### src/hw/rtl/l1bp_pkg.sv
`timescale 1ns / 1ps

package l1bp_pkg;

  localparam int SAMPLE_BITS     = 32;
  localparam int RADIUS_BITS     = 31;
  localparam int VALUE_BITS      = 32;
  localparam int INDEX_BITS      = 6;
  localparam int MAX_LEN_DEFAULT = 64;

  // Threshold width: wide enough for a magnitude minus the radius and the
  // differences taken against it.
  localparam int TAU_BITS =
    ((SAMPLE_BITS > RADIUS_BITS) ? SAMPLE_BITS : RADIUS_BITS) + 3;

  localparam logic [RADIUS_BITS-1:0] RADIUS_RESET = RADIUS_BITS'(65536);

  typedef struct packed {
    logic signed [SAMPLE_BITS-1:0] sample;
    logic                          last_sample;
  } sample_item_t;

  typedef struct packed {
    logic signed [VALUE_BITS-1:0] projected_value;
    logic [INDEX_BITS-1:0]        element_index;
    logic                         last_result;
    logic                         truncated;
  } result_item_t;

  typedef enum logic [3:0] {
    ST_IDLE,
    ST_LOAD,
    ST_LDIV,
    ST_FLUSH,
    ST_PV_INIT,
    ST_PV_RD,
    ST_PV_CHK,
    ST_PV_DIV,
    ST_FI_INIT,
    ST_FI_RD,
    ST_FI_CHK,
    ST_FI_DIV,
    ST_EMIT_INIT,
    ST_EMIT_RD,
    ST_EMIT_WAIT,
    ST_EMIT_OUT
  } state_t;

  typedef struct packed {
    logic accept;
    logic load_step;
    logic load_finish;
    logic pv_init;
    logic pv_read;
    logic pv_check;
    logic fi_init;
    logic fi_check;
    logic tau_add;
    logic emit_init;
    logic emit_load;
    logic emit_next;
    logic clear;
  } cmd_t;

  typedef struct packed {
    logic load_divides;
    logic last;
    logic refine_needed;
    logic pv_done;
    logic c_gt_tau;
    logic fi_end;
    logic fi_repeat;
    logic fi_div_zero;
    logic emit_last;
    logic sc_zero;
    logic div_done;
  } status_t;

endpackage

### src/hw/rtl/l1bp_control.sv
`timescale 1ns / 1ps

module l1bp_control (
  input  logic               clk,
  input  logic               rst,
  input  logic               sample_valid,
  output logic               sample_ready,
  output logic               result_valid,
  input  logic               result_ready,
  input  l1bp_pkg::status_t  status,
  output l1bp_pkg::cmd_t     cmd,
  output l1bp_pkg::state_t   state
);

  l1bp_pkg::state_t state_next;

  always_ff @(posedge clk) begin
    if (rst) begin
      state <= l1bp_pkg::ST_IDLE;
    end else begin
      state <= state_next;
    end
  end

  always_comb begin
    state_next = state;
    case (state)
      l1bp_pkg::ST_IDLE: begin
        if (sample_valid) begin
          state_next = l1bp_pkg::ST_LOAD;
        end
      end
      l1bp_pkg::ST_LOAD: begin
        if (status.load_divides) begin
          state_next = l1bp_pkg::ST_LDIV;
        end else if (status.last) begin
          state_next = l1bp_pkg::ST_FLUSH;
        end else begin
          state_next = l1bp_pkg::ST_IDLE;
        end
      end
      l1bp_pkg::ST_LDIV: begin
        if (status.div_done) begin
          state_next = status.last ? l1bp_pkg::ST_FLUSH : l1bp_pkg::ST_IDLE;
        end
      end
      l1bp_pkg::ST_FLUSH: begin
        state_next = status.refine_needed ? l1bp_pkg::ST_PV_INIT
                                          : l1bp_pkg::ST_EMIT_INIT;
      end
      l1bp_pkg::ST_PV_INIT: begin
        state_next = l1bp_pkg::ST_PV_RD;
      end
      l1bp_pkg::ST_PV_RD: begin
        state_next = status.pv_done ? l1bp_pkg::ST_FI_INIT : l1bp_pkg::ST_PV_CHK;
      end
      l1bp_pkg::ST_PV_CHK: begin
        state_next = status.c_gt_tau ? l1bp_pkg::ST_PV_DIV : l1bp_pkg::ST_PV_RD;
      end
      l1bp_pkg::ST_PV_DIV: begin
        if (status.div_done) begin
          state_next = l1bp_pkg::ST_PV_RD;
        end
      end
      l1bp_pkg::ST_FI_INIT: begin
        state_next = l1bp_pkg::ST_FI_RD;
      end
      l1bp_pkg::ST_FI_RD: begin
        if (!status.fi_end) begin
          state_next = l1bp_pkg::ST_FI_CHK;
        end else if (status.fi_repeat) begin
          state_next = l1bp_pkg::ST_FI_INIT;
        end else begin
          state_next = l1bp_pkg::ST_EMIT_INIT;
        end
      end
      l1bp_pkg::ST_FI_CHK: begin
        if (status.c_gt_tau || status.fi_div_zero) begin
          state_next = l1bp_pkg::ST_FI_RD;
        end else begin
          state_next = l1bp_pkg::ST_FI_DIV;
        end
      end
      l1bp_pkg::ST_FI_DIV: begin
        if (status.div_done) begin
          state_next = l1bp_pkg::ST_FI_RD;
        end
      end
      l1bp_pkg::ST_EMIT_INIT: begin
        state_next = status.sc_zero ? l1bp_pkg::ST_IDLE : l1bp_pkg::ST_EMIT_RD;
      end
      l1bp_pkg::ST_EMIT_RD: begin
        state_next = l1bp_pkg::ST_EMIT_WAIT;
      end
      l1bp_pkg::ST_EMIT_WAIT: begin
        state_next = l1bp_pkg::ST_EMIT_OUT;
      end
      l1bp_pkg::ST_EMIT_OUT: begin
        if (result_ready) begin
          state_next = status.emit_last ? l1bp_pkg::ST_IDLE : l1bp_pkg::ST_EMIT_RD;
        end
      end
      default: begin
        state_next = l1bp_pkg::ST_IDLE;
      end
    endcase
  end

  always_comb begin
    cmd          = '0;
    sample_ready = 1'b0;
    result_valid = 1'b0;
    case (state)
      l1bp_pkg::ST_IDLE: begin
        sample_ready = 1'b1;
        cmd.accept   = sample_valid;
      end
      l1bp_pkg::ST_LOAD: begin
        cmd.load_step = 1'b1;
      end
      l1bp_pkg::ST_LDIV: begin
        cmd.load_finish = status.div_done;
      end
      l1bp_pkg::ST_PV_INIT: begin
        cmd.pv_init = 1'b1;
      end
      l1bp_pkg::ST_PV_RD: begin
        cmd.pv_read = !status.pv_done;
      end
      l1bp_pkg::ST_PV_CHK: begin
        cmd.pv_check = 1'b1;
      end
      l1bp_pkg::ST_PV_DIV, l1bp_pkg::ST_FI_DIV: begin
        cmd.tau_add = status.div_done;
      end
      l1bp_pkg::ST_FI_INIT: begin
        cmd.fi_init = 1'b1;
      end
      l1bp_pkg::ST_FI_CHK: begin
        cmd.fi_check = 1'b1;
      end
      l1bp_pkg::ST_EMIT_INIT: begin
        cmd.emit_init = 1'b1;
        cmd.clear     = status.sc_zero;
      end
      l1bp_pkg::ST_EMIT_WAIT: begin
        cmd.emit_load = 1'b1;
      end
      l1bp_pkg::ST_EMIT_OUT: begin
        result_valid  = 1'b1;
        cmd.emit_next = result_ready && !status.emit_last;
        cmd.clear     = result_ready && status.emit_last;
      end
      default: begin
        cmd = '0;
      end
    endcase
  end

endmodule
### config.mk
export PLATFORM = sky130hd
export DESIGN_NAME = l1bp_control
export DESIGN_NICKNAME = d
export VERILOG_FILES = /design/src/hw/rtl/l1bp_pkg.sv /design/src/hw/rtl/l1bp_control.sv
export SDC_FILE = /design/constraint.sdc
export NUM_CORES = 1
export LEC_CHECK = 0
export ABC_AREA = 0
export ABC_CLOCK_PERIOD_IN_PS = 3150
export BUFFER_PORTS_ARGS = -buffer_cell sky130_fd_sc_hd__buf_2
export CORE_MARGIN = 2
export CORE_UTILIZATION = 49
export DETAILED_ROUTE_END_ITERATION = 8
export PLACE_DENSITY = 0.91
export SLEW_MARGIN = 10
export SYNTH_ARGS = -nofsm -noshare
export SYNTH_HDL_FRONTEND = slang
export SYNTH_SLANG_ARGS = --single-unit
### constraint.sdc
create_clock -name clk -period 3.15 [get_ports clk]
set_input_delay 0.63 -clock clk [delete_from_list [all_inputs] [get_ports clk]]
set_output_delay 0.63 -clock clk [all_outputs]
set_load 0.02 [all_outputs]
==> qor.yml <==
run:
  maxCapViolCount: 0
place:
  dp_hpwl_um: 1521
  io_buffer_count: 33
  place_congestion: 0.8458
logic_synthesis:
  netlist_instances: 94
  ys_warn_count: 0
  ys_seq_area_frac: 0.1100
  synth_nets: 109
  syn-cell-area_um2: 728.2
  yosysUniqueCellTypes: 49
  ys_seq_elements: 4
  avgSynthCellArea_um2: 7.747
worst_setup_path:
  r2r_cells: 4
  r2r_start: "state[0]$_SDFFE_PP0P_"
  critPathRequiredTime_ps: 2520
  path_depth: 3
  arrival_ps: 2030
  cp-start-kind: "flip-flop"
  crit_fanout: 28
  path_cells: "nand2b_1, nor3_1, buf_2"
  max_stage_delay_ps: 940
  critPathTopFamily: "flip-flops"
  critical_path_class: "reg2out"
  r2r-end: "state[2]$_SDFFE_PP0P_"
  path_buf_inv: 1
  crit_end: "cmd[8]"
  rrSetupSlack_ps: 1130
  crit_path_end_kind: "primary output"
  cp_slowest_cell: "dfxtp_1"
  crit_start: "state[0]$_SDFFE_PP0P_"
power:
  combinationalPowerShare: 0.420
  pwr-share-clk: 0.270
  p_sw_frac: 0.4035
  p_int_mw: 0.1404
  power_frac_seq: 0.310
  p_sw_mw: 0.09500
  cellPowerDensity_mw_per_mm2: 268.1
  leakage_nw: 0.3933
  vdd_ir_drop_max_v: 0.0001716
  power_mw: 0.2354
sta:
  period_share: 0.8441
  final.min_clock_period_ps: 2659
  tns_ps: 0
  worst_pin_slew_ps: 956.9
  slew_violations: 0
  hold_ws_ps: 659.3
  setup_viol: 0
  max_slew_margin: 0.3612
  rsz0062_at_grt: "no"
  finClkSkew_ps: 1.324
  final_hold_viol_count: 0
  fmax_mhz: 376.1
floorplanning:
  fp.dieW_um: 42.55
  ios: 34
  die_area_mm2: 0.001811
  core_area_mm2: 0.001350
  row_count: 13
  dieHeight_um: 42.55
  start_util: 0.5394
global_route:
  grt_max_degree: 29
  use_met2: 0.3815
  antenna_found_initial: 0
  top_usage_layer: "met2"
  grt-ovfl-total: 0
  grtUsageTotal: 0.2383
  grt_pass1_wl_um: 3325
  grt_pass1_vias: 725
  met3_usage: 0.06897
  groute.layer.met1.usage: 0.3179
clocking:
  numCtsBuffers: 3
  cts_resized: 0
  cts_sinks: 4
  clk_latency_ps: 230
  cts-root-buf: "clkbuf_4"
  holdBufCountCts: 0
  cts-htree-levels: 1
  cts_tree: "built"
  cts_setup_buffers: 0
  clockBufferDepth: 2
  clk_pin_slew_ps: 40
drt:
  vias_per_cell: 6.283
  routedWlPerCell_um: 14.78
  drt_iter0_markers: 44
  firstDrtPassIters: 4
  routed-via-count: 867
  drc_errors: 0
  antenna_left: 0
  drt_wl_total_um: 2039
final_layout:
  layout_common_cells: "buf_2 (33), nand2_1 (6), nor2_1 (6), nor3_1 (6)"
  regMostFlops: "state"
  largest_reg_flops: 4
  drive_gt1_frac: 0.3902
  reg_top3: "state (4)"
  area_growth_pct: 20.62
  insertedDiodeCount: 0
  layout_commonest_cell: "buf_2"
  nets: 140
worst_hold_path:
  hp-class: "in2reg"
run_status:
  status: "finished, final reports clean"
## power by group through the flow
stage / clock network [mW] / registers, mW / logic, mW
after CTS: 0.0668 / 0.0726 / 0.0977
after detailed placement: 0 / 0.0734 / 0.0971
after global routing: 0.0746 / 0.0755 / 0.107
after floorplan: 0 / 0.0608 / 0.0857
after global placement: 0 / 0.0728 / 0.0934
final: 0.0636 / 0.0730 / 0.0988
## cell usage after synthesis, drive strengths merged
master,instances,area share
o2111a,1,0.015
nor4b,2,0.024
nor4,2,0.038
xnor2,2,0.024
a21o,1,0.010
nor2b,1,0.0086
inv,6,0.031
o221ai,3,0.036
a22o,1,0.012
nand3,1,0.0069
a22oi,1,0.010
a21oi,5,0.034
o31ai,4,0.041
a31oi,1,0.0086
nand2b,5,0.043
a21boi,1,0.010
a2111oi,1,0.012
a211o,1,0.014
o22ai,1,0.0086
a2bb2oi,1,0.012
nor3b,2,0.027
and2,2,0.017
a211oi,2,0.027
nand4,2,0.038
buf,9,0.098
or4bb,1,0.015
o211a,1,0.014
nand2,6,0.031
a311oi,1,0.021
a221o,1,0.014
o211ai,1,0.010
and3,1,0.010
or3,1,0.0086
o21bai,1,0.010
nor4bb,1,0.014
dfxtp,4,0.11
nor3,6,0.041
and4bb,1,0.017
o21a,2,0.021
o32ai,1,0.012
nand4b,1,0.012
nor2,6,0.031
## cell type report
| type | count | area (um2) |
|---|---|---|
| inverter | 6 | 22.52 |
| sequential | 4 | 80.08 |
| fill | 134 | 471.7 |
| multi-input combinational | 75 | 554.3 |
| timing repair buffer | 35 | 180.2 |
| tap | 15 | 18.77 |
| clock buffer | 3 | 22.52 |
## through the flow
stage / utilization / instances / worst slack, ps / instance area (um2)
4_1_cts: 0.6506 / 138 / 518.8 / 878.3
2_1_floorplan: - / 94 / 738.1 / 728.2
3_3_place_gp: 0.6339 / 135 / 925.1 / 855.8
5_1_grt: 0.6506 / 138 / 333.7 / 878.3
3_5_place_dp: 0.6339 / 135 / 783.6 / 855.8
6_report: 0.6506 / 138 / 491.2 / 878.3
## per-layer routing
metal	part of all wire	vias to the layer above
li1	-	424
met1	0.44	392
met4	0	0
met3	0.089	0
met2	0.47	51
met5	0	-
## worst min path at each step
stage	startpoint	endpoint	slack, ps	cells past startpoint
floorplan	rst	state[0]$_SDFFE_PP0P_	700	1
finish	rst	state[0]$_SDFFE_PP0P_	660	2
CTS	rst	state[0]$_SDFFE_PP0P_	650	2
detailed placement	state[2]$_SDFFE_PP0P_	state[2]$_SDFFE_PP0P_	700	2
global placement	state[2]$_SDFFE_PP0P_	state[2]$_SDFFE_PP0P_	670	2
global route	rst	state[0]$_SDFFE_PP0P_	640	2
## cell families after synthesis
family                    share of synthesized area
DFF                                          0.1100
buffers and inverters                        0.1289
AOI/OAI and AO/OA                            0.3540
and+or+nand+nor                              0.3832
xor gates and xnor gates                    0.02406
Note: power is estimated with default switching activity, not from simulation.
